File: config.mk
export PLATFORM = sky130hd
export DESIGN_NAME = ascii_expression_calculator_top
export DESIGN_NICKNAME = d
export VERILOG_FILES = /design/src/acalc_pkg.sv /design/src/ascii_expression_calculator_top.sv /design/src/acalc_div.sv /design/src/acalc_dp.sv /design/src/acalc_ctrl.sv
export SDC_FILE = /design/constraint.sdc
export NUM_CORES = 2
export LEC_CHECK = 0
export BUFFER_PORTS_ARGS = -buffer_cell sky130_fd_sc_hd__buf_2
export CAP_MARGIN = 25
export CORE_UTILIZATION = 40
export CTS_CLUSTER_SIZE = 40
export DETAILED_ROUTE_END_ITERATION = 6
export PLACE_DENSITY = 0.67
export SETUP_SLACK_MARGIN = 0.02
export SYNTH_ARGS = -nofsm -noshare
export SYNTH_HDL_FRONTEND = slang
export SYNTH_SLANG_ARGS = --single-unit
File: constraint.sdc
create_clock -name clk_i -period 10.95 [get_ports clk_i]
set_input_delay 0 -clock clk_i [delete_from_list [all_inputs] [get_ports clk_i]]
set_output_delay 0 -clock clk_i [all_outputs]
set_load 0.005 [all_outputs]
File: src/acalc_pkg.sv
// ----------------------------------------------------------------------------
// ASCII expression calculator package
// Character codes, result status codes and the command and status bundles
// that pass between the controller and the datapath.
// ----------------------------------------------------------------------------
package acalc_pkg;

  localparam logic [7:0] CH_ZERO  = 8'd48;
  localparam logic [7:0] CH_NINE  = 8'd57;
  localparam logic [7:0] CH_COLON = 8'd58;
  localparam logic [7:0] CH_PLUS  = 8'd43;
  localparam logic [7:0] CH_MINUS = 8'd45;
  localparam logic [7:0] CH_STAR  = 8'd42;
  localparam logic [7:0] CH_SLASH = 8'd47;

  typedef enum logic [1:0] {
    ST_OK         = 2'd0,
    ST_BAD_OP     = 2'd1,
    ST_DIV_ZERO   = 2'd2,
    ST_INCOMPLETE = 2'd3
  } status_e;

  typedef struct packed {
    logic take_byte;
    logic acc_a;
    logic acc_b;
    logic set_op;
    logic eval;
    logic incomplete;
    logic out_load;
  } ctrl_cmd_t;

  typedef struct packed {
    logic is_digit;
    logic is_colon;
    logic div_go;
    logic div_done;
  } dp_sts_t;

endpackage

File: src/ascii_expression_calculator_top.sv
// ----------------------------------------------------------------------------
// ASCII expression calculator
// Parses messages of the form name:A op B one byte per beat and returns the
// client id with the signed 32-bit result and a status code per message.
// ----------------------------------------------------------------------------
//  Channel | Direction | Handshake            | Payload
//  in      | to block  | in_valid / in_stall  | msg_byte, end_of_message, client_id
//  out     | from block| out_valid / out_stall| client_ref, answer, status
//
//  A byte that does not end a message is taken without stalling the input.
//  After a final byte the input stalls through evaluation and the output load;
//  a quotient also waits for the divider, which makes one quotient bit per cycle.
//  Reset clears the parse phase, operands and operator; there is no sweep.
//  The output register holds one result, so parsing of the next message goes
//  on while it waits; a stalled output holds the input only after a final byte.
// ----------------------------------------------------------------------------
module ascii_expression_calculator_top
  import acalc_pkg::*;
(
  input  logic               clk_i,
  input  logic               rst_ni,
  input  logic               in_valid_i,
  output logic               in_stall_o,
  input  logic [7:0]         in_msg_byte_i,
  input  logic               in_end_of_message_i,
  input  logic [30:0]        in_client_id_i,
  output logic               out_valid_o,
  input  logic               out_stall_i,
  output logic [30:0]        out_client_ref_o,
  output logic signed [31:0] out_answer_o,
  output logic [1:0]         out_status_o
);

  ctrl_cmd_t cmd;
  dp_sts_t   sts;

  acalc_ctrl u_ctrl (
    .clk_i               (clk_i),
    .rst_ni              (rst_ni),
    .in_valid_i          (in_valid_i),
    .in_end_of_message_i (in_end_of_message_i),
    .out_stall_i         (out_stall_i),
    .sts_i               (sts),
    .cmd_o               (cmd),
    .in_stall_o          (in_stall_o),
    .out_valid_o         (out_valid_o)
  );

  acalc_dp u_dp (
    .clk_i        (clk_i),
    .rst_ni       (rst_ni),
    .msg_byte_i   (in_msg_byte_i),
    .client_id_i  (in_client_id_i),
    .cmd_i        (cmd),
    .sts_o        (sts),
    .client_ref_o (out_client_ref_o),
    .answer_o     (out_answer_o),
    .status_o     (out_status_o)
  );

`ifndef SYNTH
  a_final_beat_blocks_input: assert property (@(posedge clk_i) disable iff (!rst_ni)
    (in_valid_i && !in_stall_o && in_end_of_message_i) |=> in_stall_o)
    else $error("Input not blocked after the final beat of a message.");

  a_result_follows_eval: assert property (@(posedge clk_i) disable iff (!rst_ni)
    cmd.out_load |-> (in_stall_o && (!out_valid_o || !out_stall_i)))
    else $error("Result loaded while parsing or over a pending result.");

  a_error_answer_zero: assert property (@(posedge clk_i) disable iff (!rst_ni)
    (out_valid_o && (out_status_o != ST_OK)) |-> (out_answer_o == 32'sd0))
    else $error("Nonzero answer delivered with an error status.");
`endif

endmodule

File: src/acalc_div.sv
// ----------------------------------------------------------------------------
// Signed divider
// Restoring radix-2 divider on operand magnitudes, one quotient bit per
// cycle, with the sign applied to the truncated quotient at the end.
// ----------------------------------------------------------------------------
module acalc_div (
  input  logic        clk_i,
  input  logic        rst_ni,
  input  logic        start_i,
  input  logic [31:0] dividend_i,
  input  logic [31:0] divisor_i,
  output logic        done_o,
  output logic [31:0] quotient_o
);

  logic        busy_q, busy_d;
  logic        done_q, done_d;
  logic [4:0]  cnt_q, cnt_d;
  logic [31:0] rem_q, rem_d;
  logic [31:0] quo_q, quo_d;
  logic [31:0] dvs_q, dvs_d;
  logic        neg_q, neg_d;
  logic [32:0] shifted;
  logic [32:0] diff;

  assign shifted = {rem_q, quo_q[31]};
  assign diff    = shifted - {1'b0, dvs_q};

  always_comb begin
    busy_d = busy_q;
    done_d = 1'b0;
    cnt_d  = cnt_q;
    rem_d  = rem_q;
    quo_d  = quo_q;
    dvs_d  = dvs_q;
    neg_d  = neg_q;
    if (start_i) begin
      busy_d = 1'b1;
      cnt_d  = '0;
      rem_d  = '0;
      quo_d  = dividend_i[31] ? (32'd0 - dividend_i) : dividend_i;
      dvs_d  = divisor_i[31] ? (32'd0 - divisor_i) : divisor_i;
      neg_d  = dividend_i[31] ^ divisor_i[31];
    end else if (busy_q) begin
      if (!diff[32]) begin
        rem_d = diff[31:0];
        quo_d = {quo_q[30:0], 1'b1};
      end else begin
        rem_d = shifted[31:0];
        quo_d = {quo_q[30:0], 1'b0};
      end
      cnt_d = cnt_q + 5'd1;
      if (cnt_q == 5'd31) begin
        busy_d = 1'b0;
        done_d = 1'b1;
      end
    end
  end

  always_ff @(posedge clk_i or negedge rst_ni) begin
    if (!rst_ni) begin
      busy_q <= 1'b0;
      done_q <= 1'b0;
      cnt_q  <= '0;
    end else begin
      busy_q <= busy_d;
      done_q <= done_d;
      cnt_q  <= cnt_d;
    end
  end

  always_ff @(posedge clk_i) begin
    rem_q <= rem_d;
    quo_q <= quo_d;
    dvs_q <= dvs_d;
    neg_q <= neg_d;
  end

  assign done_o     = done_q;
  assign quotient_o = neg_q ? (32'd0 - quo_q) : quo_q;

endmodule

File: src/acalc_dp.sv
// ----------------------------------------------------------------------------
// Calculator datapath
// Operand accumulators, operator register, result evaluation with the
// multiplier and divider, and the output payload registers.
// ----------------------------------------------------------------------------
module acalc_dp
  import acalc_pkg::*;
(
  input  logic               clk_i,
  input  logic               rst_ni,
  input  logic [7:0]         msg_byte_i,
  input  logic [30:0]        client_id_i,
  input  ctrl_cmd_t          cmd_i,
  output dp_sts_t            sts_o,
  output logic [30:0]        client_ref_o,
  output logic signed [31:0] answer_o,
  output logic [1:0]         status_o
);

  logic [31:0] a_q, a_d;
  logic [31:0] b_q, b_d;
  logic [7:0]  op_q, op_d;
  logic [30:0] id_q;
  logic [31:0] res_q, res_d;
  status_e     st_q, st_d;
  logic [30:0] out_id_q;
  logic [31:0] out_res_q;
  status_e     out_st_q;
  logic [31:0] a_acc;
  logic [31:0] b_acc;
  logic        div_go;
  logic        div_done;
  logic [31:0] quotient;

  assign a_acc = {a_q[28:0], 3'b000} + {a_q[30:0], 1'b0} + {24'd0, msg_byte_i} - 32'd48;
  assign b_acc = {b_q[28:0], 3'b000} + {b_q[30:0], 1'b0} + {24'd0, msg_byte_i} - 32'd48;

  assign div_go = !cmd_i.incomplete && (op_q == CH_SLASH) && (b_q != 32'd0);

  assign sts_o.is_digit = (msg_byte_i >= CH_ZERO) && (msg_byte_i <= CH_NINE);
  assign sts_o.is_colon = (msg_byte_i == CH_COLON);
  assign sts_o.div_go   = div_go;
  assign sts_o.div_done = div_done;

  acalc_div u_div (
    .clk_i      (clk_i),
    .rst_ni     (rst_ni),
    .start_i    (cmd_i.eval && div_go),
    .dividend_i (a_q),
    .divisor_i  (b_q),
    .done_o     (div_done),
    .quotient_o (quotient)
  );

  always_comb begin
    a_d  = a_q;
    b_d  = b_q;
    op_d = op_q;
    if (cmd_i.out_load) begin
      a_d  = '0;
      b_d  = '0;
      op_d = '0;
    end else begin
      if (cmd_i.acc_a) begin
        a_d = a_acc;
      end
      if (cmd_i.acc_b) begin
        b_d = b_acc;
      end
      if (cmd_i.set_op) begin
        op_d = msg_byte_i;
      end
    end
  end

  always_comb begin
    res_d = res_q;
    st_d  = st_q;
    if (cmd_i.eval) begin
      res_d = '0;
      st_d  = ST_OK;
      priority if (cmd_i.incomplete) begin
        st_d = ST_INCOMPLETE;
      end else if (op_q == CH_PLUS) begin
        res_d = a_q + b_q;
      end else if (op_q == CH_MINUS) begin
        res_d = a_q - b_q;
      end else if (op_q == CH_STAR) begin
        res_d = a_q * b_q;
      end else if (op_q == CH_SLASH) begin
        if (b_q == 32'd0) begin
          st_d = ST_DIV_ZERO;
        end
      end else begin
        st_d = ST_BAD_OP;
      end
    end else if (div_done) begin
      res_d = quotient;
    end
  end

  always_ff @(posedge clk_i or negedge rst_ni) begin
    if (!rst_ni) begin
      a_q  <= '0;
      b_q  <= '0;
      op_q <= '0;
    end else begin
      a_q  <= a_d;
      b_q  <= b_d;
      op_q <= op_d;
    end
  end

  always_ff @(posedge clk_i) begin
    res_q <= res_d;
    st_q  <= st_d;
    if (cmd_i.take_byte) begin
      id_q <= client_id_i;
    end
    if (cmd_i.out_load) begin
      out_id_q  <= id_q;
      out_res_q <= res_q;
      out_st_q  <= st_q;
    end
  end

  assign client_ref_o = out_id_q;
  assign answer_o     = out_res_q;
  assign status_o     = out_st_q;

endmodule

File: src/acalc_ctrl.sv
// ----------------------------------------------------------------------------
// Calculator controller
// Tracks the parse phase of the message, sequences evaluation at the final
// beat, and owns both handshakes.
// ----------------------------------------------------------------------------
module acalc_ctrl
  import acalc_pkg::*;
(
  input  logic      clk_i,
  input  logic      rst_ni,
  input  logic      in_valid_i,
  input  logic      in_end_of_message_i,
  input  logic      out_stall_i,
  input  dp_sts_t   sts_i,
  output ctrl_cmd_t cmd_o,
  output logic      in_stall_o,
  output logic      out_valid_o
);

  typedef enum logic [3:0] {
    C_RUN  = 4'b0001,
    C_EVAL = 4'b0010,
    C_DIV  = 4'b0100,
    C_DONE = 4'b1000
  } ctrl_state_e;

  typedef enum logic [4:0] {
    P_NAME   = 5'b00001,
    P_AFIRST = 5'b00010,
    P_ADIG   = 5'b00100,
    P_BDIG   = 5'b01000,
    P_IGNORE = 5'b10000
  } phase_e;

  ctrl_state_e state_q, state_d;
  phase_e      phase_q, phase_d;
  logic        out_valid_q, out_valid_d;
  logic        in_acc;

  assign in_acc = in_valid_i && (state_q == C_RUN);

  always_comb begin
    state_d     = state_q;
    phase_d     = phase_q;
    out_valid_d = out_valid_q;
    cmd_o       = '0;
    if (out_valid_q && !out_stall_i) begin
      out_valid_d = 1'b0;
    end
    unique case (state_q)
      C_RUN: begin
        if (in_acc) begin
          cmd_o.take_byte = 1'b1;
          unique case (phase_q)
            P_NAME: begin
              if (sts_i.is_colon) begin
                phase_d = P_AFIRST;
              end
            end
            P_AFIRST: begin
              cmd_o.acc_a = 1'b1;
              phase_d     = P_ADIG;
            end
            P_ADIG: begin
              if (sts_i.is_digit) begin
                cmd_o.acc_a = 1'b1;
              end else begin
                cmd_o.set_op = 1'b1;
                phase_d      = P_BDIG;
              end
            end
            P_BDIG: begin
              if (sts_i.is_digit) begin
                cmd_o.acc_b = 1'b1;
              end else begin
                phase_d = P_IGNORE;
              end
            end
            P_IGNORE: begin
            end
            default: begin
              phase_d = P_NAME;
            end
          endcase
          if (in_end_of_message_i) begin
            state_d = C_EVAL;
          end
        end
      end
      C_EVAL: begin
        cmd_o.eval       = 1'b1;
        cmd_o.incomplete = (phase_q == P_NAME) || (phase_q == P_AFIRST) ||
                           (phase_q == P_ADIG);
        state_d          = sts_i.div_go ? C_DIV : C_DONE;
      end
      C_DIV: begin
        if (sts_i.div_done) begin
          state_d = C_DONE;
        end
      end
      C_DONE: begin
        if (!out_valid_q || !out_stall_i) begin
          cmd_o.out_load = 1'b1;
          out_valid_d    = 1'b1;
          phase_d        = P_NAME;
          state_d        = C_RUN;
        end
      end
      default: begin
        state_d = C_RUN;
      end
    endcase
  end

  always_ff @(posedge clk_i or negedge rst_ni) begin
    if (!rst_ni) begin
      state_q     <= C_RUN;
      phase_q     <= P_NAME;
      out_valid_q <= 1'b0;
    end else begin
      state_q     <= state_d;
      phase_q     <= phase_d;
      out_valid_q <= out_valid_d;
    end
  end

  assign in_stall_o  = (state_q != C_RUN);
  assign out_valid_o = out_valid_q;

endmodule

# After elaboration in Yosys (flattened, before gate mapping)

Cells that the tools add are included.

Word-level logic and storage cells: 141
Register bits after elaboration: 316
Input port bits: 44
Output and inout port bits: 67

Muxes and demuxes: 58
Multiply operators: 1
Add/sub/neg operators: 13
Order comparisons: 2
Bitwise operators: 1
Eq/ne operators: 24
Reductions and logical operators: 22

Operators with widths:

| operator                                                                            | count |
|---|---|
| 32-bit two-way mux                                                                  | 15 |
| 32-bit adder                                                                        | 3 |
| 1-bit by 32-bit subtractor with 32-bit output, first input constant                 | 3 |
| 32-bit by 8-bit adder with 32-bit output                                            | 2 |
| 32-bit by 6-bit subtractor with 32-bit output, second input constant                | 2 |
| 8-bit by 6-bit equality test with 1-bit output, second input constant               | 5 |
| 5-bit two-way mux                                                                   | 7 |
| 33-bit by 32-bit subtractor with 33-bit output                                      | 1 |
| 32-bit logical NOT                                                                  | 1 |
| 32-bit by 32-bit multiplier with 32-bit output                                      | 1 |
| 32-bit nonzero test                                                                 | 1 |
| 32-bit subtractor                                                                   | 1 |
| 31-bit two-way mux                                                                  | 1 |
| 4-bit two-way mux                                                                   | 7 |
| 5-bit one-hot mux with 5 select lines                                               | 1 |
| 1-bit two-way mux                                                                   | 16 |
| 8-bit two-way mux                                                                   | 2 |
| 4-bit one-hot mux with 4 select lines                                               | 1 |
| 2-bit two-way mux                                                                   | 6 |
| 2-bit nonzero test                                                                  | 6 |
| 5-bit equality test, second input constant                                          | 2 |
| 5-bit one-hot mux with 2 select lines                                               | 1 |
| 3-bit != test, second input constant                                                | 3 |
| 8-bit by 6-bit greater-or-equal comparator with 1-bit output, second input constant | 1 |
| 20 further kinds                                                                    | 32 |

# Logic depth before layout (Yosys ltp)

Depth in word-level cells: 9
Mapped depth: 31
Depth with buffers taken out: 28

# Hierarchy

A second synthesis with hierarchy kept.

Cell total of the unflattened synthesis: 4,322
Area total of the unflattened synthesis: 39,092.5 µm²

Modules (own cells, without submodules):

| module     | cells an instance | area each (µm²) | times used | sequential area each (µm²) |
|---|---|---|---|---|
| acalc_dp   | 3,346             | 30,619.4        | 1          | 5,705.5 |
| acalc_div  | 898               | 7,781.2         | 1          | 2,767.7 |
| acalc_ctrl | 78                | 691.9           | 1          | 252.7 |

# Worst setup path after synthesis

Ideal clock, no wire load.

Path kind: register -> register
Start point: reg u_dp.b_q[2]
End point: reg u_dp.res_q[31] (data pin)
Clock period less this slack: 7,820 ps
Data required time: 10,682 ps
Setup time: 268 ps
Data arrival time: 7,553 ps
Stages on the path, launching flop included: 29
Path buffers: 2
Path slack: 3,130 ps
Path through: dfrtp_1 clkbuf_1 inv_2 buf_1 nor2_1 fa_1 inv_1 fa_1 fa_1 fa_1 inv_1 fa_1 inv_1 fa_1 inv_1 fa_1 fa_1 ha_1 and3_1 o21a_1 a311o_1 a211oi_1 o21ai_0 a31o_2 a31oi_1 xnor2_1 o21ai_0 o21ai_0 o2bb2ai_1

Longest elaborated chain between the ends: 6
Elaborated cells between the ends (all ways): 8
Those cells by class: add/sub: 2; mul: 1; mux: 5

Ends and longest elaborated chain:

| item                                           | RTL line        | RTL |
|---|---|---|
| from (decl)                                    | acalc_dp.sv:21  | `logic [31:0] b_q, b_d;` |
| from (signal assigned)                         | acalc_dp.sv:105 | `b_q <= '0;` |
| from (signal assigned)                         | acalc_dp.sv:109 | `b_q <= b_d;` |
| 32-bit by 32-bit multiplier with 32-bit output | acalc_dp.sv:89  | `res_d = a_q * b_q;` |
| 32-bit two-way mux                             | acalc_dp.sv:88  | `end else if (op_q == CH_STAR) begin` |
| 32-bit two-way mux                             | acalc_dp.sv:86  | `end else if (op_q == CH_MINUS) begin` |
| 32-bit two-way mux (*)                         | acalc_dp.sv:84  | `end else if (op_q == CH_PLUS) begin` |
| 32-bit two-way mux (*)                         | acalc_dp.sv:82  | `priority if (cmd_i.incomplete) begin` |
| 32-bit two-way mux (*)                         | acalc_dp.sv:79  | `if (cmd_i.eval) begin` |
| named net u_dp.res_d[31]                       | acalc_dp.sv:24  | `logic [31:0] res_q, res_d;` |
| to (signal assigned)                           | acalc_dp.sv:115 | `res_q <= res_d;` |
| to (decl)                                      | acalc_dp.sv:24  |  |

The timed path passes the listed nets; every way through them passes the cells marked *.
A chain may end at the register's enable or synchronous reset.

# Final worst setup path

Start point: reg u_dp.b_q[5]
End point: reg u_dp.res_q[30] (data pin)

The elaborated chain is that of the path after synthesis.

==> out/summary.md <==
Before CTS, the worst setup slack after placement is 1.76 ns. The async set or reset register ratio after synthesis is 0.282. The share of power burned in combinational logic is 0.707.

The detailed router placed 31300 vias in this run. The logs give 0.268 for the global-route usage over all layers and 9.54 ns for the worst endpoint data arrival time. The logs give 0 for the Yosys warning count and 99500 µm for the HPWL after detailed placement. For this design the static power due to leakage is 0.0192 µW. Counting flops with a built-in enable in the synthesized netlist gives 195.

The number of global-route vias before repair is 30800, and the final cell utilization of the core is 0.445. The run gives 0 as the total of max-cap violations. After layout, the worst setup slack is 1.69 ns.

Power spread over the standard cell area amounts to 225 nW/µm². The analysis attributes to net switching a power of 4890 µW. The die height was 310 µm; the final period utilization was 0.846. The flow ran to the end, and the final reports show no timing, DRC or antenna violations.

TritonCTS built the clock tree. The tools report the number of failing setup endpoints in the final timing report as 0. The first TritonRoute pass finished after 6 iterations. The first global-routing pass estimated 192000 µm of wire.

At the pin with the least slew margin, the transition time is 1.14 ns. In this run, the number of DRC markers left after iteration 0 of detailed routing was 3317. The run gives 36 as the number of buffers added by the clock tree synthesis step.

The run gives 11.23 ns as the critical path required time. In the routed design, unresolved DRC markers number 0. Power comes to 9360 µW. STA classifies the critical path startpoint as a flop. The run gives 0.243 as the relative slew slack. The average wire per cell in the routed design is 23.2 µm, and the portion of synthesized cell area occupied by the leading cell type is 0.223. Post-CTS repair changed the size of 0 cells. The startpoint of the tightest hold check path was in_client_id_i[21]. Setup repair after global routing left no endpoint under its margin. The tools report the netlist area before placement as 38000 µm². For the number of pins exceeding their max-slew limit in the final report, the log shows 0. The worst register-to-register path ends at u_dp.res_q[30]. Class of the tightest hold or removal check: in -> reg.

The number of cells after detailed placement was 5443; the initial core utilization was 0.406. In this run the register-to-register setup slack is 1.69 ns. The area growth from synthesis to layout is 9.56%. Row generation in the floorplan step produced 112 rows.

The full die area is 96400 µm². The die is 310 µm wide. CTS placed an instance of sky130_fd_sc_hd__clkbuf_16 at the clock tree root.

The most critical setup path has its startpoint at u_dp.b_q[5]. Sort of element at the end of the critical path: a flop. Part of the power in registers: 0.165.

Among all flip-flop cells after synthesis, the most frequent one is sky130_fd_sc_hd__edfxtp_1. The insertion delay to the later sink of the worst-skew pair was 0.56 ns. The cell type with the largest total area after synthesis is sky130_fd_sc_hd__fa_1. Path type of the worst setup path: reg -> reg. After floorplanning, the core was sized to cover 93700 µm².

The startpoint of the lowest-slack register-to-register path was u_dp.b_q[5]. Hold repair after CTS inserted 46 buffers. The proportion of synthesized chip area in sequential cells is 0.229. The maximum root-to-sink buffer count was 3; the clock sink total was 316. In this run the worst path has a maximum fanout of 14. Cell internal power was estimated by the tool at 4470 µW. The final weighted congestion in routability-driven placement was 1.02. The initial antenna violation count came out at 5. Using the TritonRoute via totals, the vias-per-cell ratio works out to 5.64.

The clock period could shrink to 9.26 ns. The tools report the wire length after detailed routing as 129000 µm. The largest net degree at the start of global routing is 67, and the switching share of power is 0.523. Measured in cells, the most critical reg-to-reg path has a length of 24. The number of nets in the layout is 5128, and the fraction of layout cells with a size suffix above 1 is 0.0691.

For the total grt overflow, the log shows 0. The number of cells on the worst hold path was 2; the number of distinct library cell variants in the gate-level netlist after synthesis was 80. The total count of hold-check failures in the final report was 0; the maximum level of the CTS H-tree was 2. VDD sags by at most 0.000135 V. For the clock share of power, the log shows 0.129. The accumulated negative setup slack came out at 0 ns.

By area the synthesized netlist is led by sky130_fd_sc_hd__fa_1, sky130_fd_sc_hd__edfxtp_1, sky130_fd_sc_hd__ha_1. For this run, the number of standard cells in the final layout without fillers is 5556. Static timing analysis puts the maximum clock frequency at 108 MHz. Dividing the synthesized area by the synthesized cell count gives 9.06 µm². Buffers placed on the I/O ports in this run total 110.

The number of register bits inferred by synthesis is 316. 111 I/O pins were placed. The worst hold path terminates at u_dp.id_q[21]. The count of buffers added by post-CTS timing repair for setup is 0. On the final layout, the worst clock skew is 0.0262 ns. For the number of antenna-violating nets in the routed design, the log shows 0. The post-synth net total came out at 5054.

After clock tree synthesis, the clock-pin slew on the worst setup and hold paths is 0.06 ns. After technology mapping, the gate count stands at 4201.
-- metal layers --
layer	wire, µm	GRT usage	part of all wire	vias to the layer above
met1	54300	0.368	0.42	15400
met4	6910	0.123	0.054	4
met5	23	0	0.00018	-
met2	54400	0.402	0.42	1549
li1	-	-	-	14000
met3	13100	0.0608	0.10	358
-- cells by family after synthesis --
logic type | after synthesis | synth area share
simple gates | 1110 | 0.129
buf+inv | 854 | 0.0854
mux | 34 | 0.00908
fa+ha+maj | 809 | 0.350
flops | 316 | 0.229
xor+xnor | 274 | 0.0631
compound gates | 804 | 0.134
-- through the flow --
stage / instance area (µm²) / hold slack (ns)
after CTS: 41600 / 0.137
after global placement: 40000 / -0.0149
after floorplan: 38000 / -0.296
after detailed placement: 40000 / -0.00642
after global routing: 41700 / 0.156
final: 41700 / 0.163
-- critical path: stages (launching register included) --
cell and delay [ns]:
sky130_fd_sc_hd__dfrtp_1 0.84, sky130_fd_sc_hd__inv_1 0.49, sky130_fd_sc_hd__buf_4 0.33, sky130_fd_sc_hd__nor2_1 0.17, sky130_fd_sc_hd__fa_1 0.45, sky130_fd_sc_hd__fa_1 0.50, sky130_fd_sc_hd__fa_1 0.52, sky130_fd_sc_hd__inv_1 0.05
sky130_fd_sc_hd__fa_1 0.49, sky130_fd_sc_hd__inv_1 0.06, sky130_fd_sc_hd__fa_1 0.48, sky130_fd_sc_hd__fa_1 0.57, sky130_fd_sc_hd__fa_1 0.44, sky130_fd_sc_hd__fa_1 0.49, sky130_fd_sc_hd__ha_1 0.36, sky130_fd_sc_hd__and3_1 0.22
sky130_fd_sc_hd__a221o_1 0.31, sky130_fd_sc_hd__a21oi_1 0.13, sky130_fd_sc_hd__o21ai_0 0.22, sky130_fd_sc_hd__a311oi_1 0.99, sky130_fd_sc_hd__o21ai_0 0.26, sky130_fd_sc_hd__xor2_1 0.19, sky130_fd_sc_hd__o21ai_0 0.13, sky130_fd_sc_hd__o21ai_0 0.10
sky130_fd_sc_hd__o2bb2ai_1 0.17
-- worst max-delay path by stage --
stage | to | cells after the start | slack [ns]
after floorplan | u_dp.res_q[31] | 28 | 3.13
after global placement | u_dp.res_q[30] | 24 | 1.84
after detailed placement | u_dp.res_q[30] | 24 | 1.76
after CTS | u_dp.res_q[30] | 24 | 1.75
after global routing | u_dp.res_q[30] | 24 | 1.36
final | u_dp.res_q[30] | 24 | 1.69
-- cell usage after synthesis, types with 42 or more instances --
cell type	number
sky130_fd_sc_hd__xnor2_1	189
sky130_fd_sc_hd__fa_1	423
sky130_fd_sc_hd__o21ai_0	234
sky130_fd_sc_hd__nand2_1	389
sky130_fd_sc_hd__inv_1	634
sky130_fd_sc_hd__clkbuf_1	161
sky130_fd_sc_hd__ha_1	386
sky130_fd_sc_hd__xor2_1	85
sky130_fd_sc_hd__a21o_1	65
sky130_fd_sc_hd__o31ai_1	50
sky130_fd_sc_hd__nand2b_1	42
sky130_fd_sc_hd__nand3_1	89
sky130_fd_sc_hd__edfxtp_1	195
sky130_fd_sc_hd__a21oi_1	185
sky130_fd_sc_hd__nor2_1	393
sky130_fd_sc_hd__dfrtp_1	87
-- state kept, by name, summed over array words and instances (netlist names), 4 cells and up --
register and flops:
u_ctrl.phase_q 5, u_dp.b_q 32, u_dp.op_q 8, u_dp.a_q 32, u_dp.u_div.dvs_q 32, u_ctrl.state_q 4, u_dp.u_div.rem_q 32, u_dp.res_q 32
u_dp.u_div.cnt_q 5, u_dp.id_q 31, u_dp.answer_o 32, u_dp.client_ref_o 31, u_dp.u_div.quo_q 32
-- power by group through the flow --
stage / sequential [µW] / clock, µW / combinational [µW]
after floorplan: 1450 / 0 / 4290
after global placement: 1540 / 0 / 6350
after detailed placement: 1550 / 0 / 6410
after CTS: 1520 / 1220 / 6460
after global routing: 1540 / 1260 / 7180
final: 1540 / 1200 / 6620
-- cells in the final DEF (no fill, tap or decap), types with 12 or more instances in the layout --
master	Yosys	layout
sky130_fd_sc_hd__and3_1	22	22
sky130_fd_sc_hd__and2_1	28	28
sky130_fd_sc_hd__buf_2	9	109
sky130_fd_sc_hd__a31oi_1	21	21
sky130_fd_sc_hd__a221o_1	17	17
sky130_fd_sc_hd__xnor2_1	189	189
sky130_fd_sc_hd__o31ai_1	50	50
sky130_fd_sc_hd__nand2b_1	42	42
sky130_fd_sc_hd__a21oi_1	185	185
sky130_fd_sc_hd__a21o_1	65	65
sky130_fd_sc_hd__dlygate4sd3_1	0	45
sky130_fd_sc_hd__buf_4	8	83
sky130_fd_sc_hd__xor2_1	85	85
sky130_fd_sc_hd__nand4_1	12	12
sky130_fd_sc_hd__fa_1	423	423
sky130_fd_sc_hd__o21a_1	29	29
sky130_fd_sc_hd__o21ai_0	234	234
sky130_fd_sc_hd__nor2b_1	24	24
sky130_fd_sc_hd__o22ai_1	32	32
sky130_fd_sc_hd__ha_1	386	386
sky130_fd_sc_hd__nand2_1	389	388
sky130_fd_sc_hd__dfrtp_1	87	86
sky130_fd_sc_hd__nand3_1	89	89
sky130_fd_sc_hd__dfxtp_1	32	32
sky130_fd_sc_hd__or3_1	24	23
sky130_fd_sc_hd__nor3_1	32	29
sky130_fd_sc_hd__clkbuf_16	0	36
sky130_fd_sc_hd__a211oi_1	23	23
sky130_fd_sc_hd__inv_1	634	632
sky130_fd_sc_hd__edfxtp_1	195	195
sky130_fd_sc_hd__mux2i_1	30	30
sky130_fd_sc_hd__nor2_1	393	393
sky130_fd_sc_hd__a22oi_1	14	14
sky130_fd_sc_hd__o41ai_1	18	18
sky130_fd_sc_hd__o21bai_1	23	23
-- cell type report --
cell class	count	area [µm²]
multi-input cells	3031	26100
well taps	1254	1570
flip-flops and latches	316	8730
repair buffers	240	1690
fillers	9052	52100
clock inverters	16	155
clock buffers	48	996
diodes	1	2.50
inverters	650	2440
(Power assumes the default switching activity.)
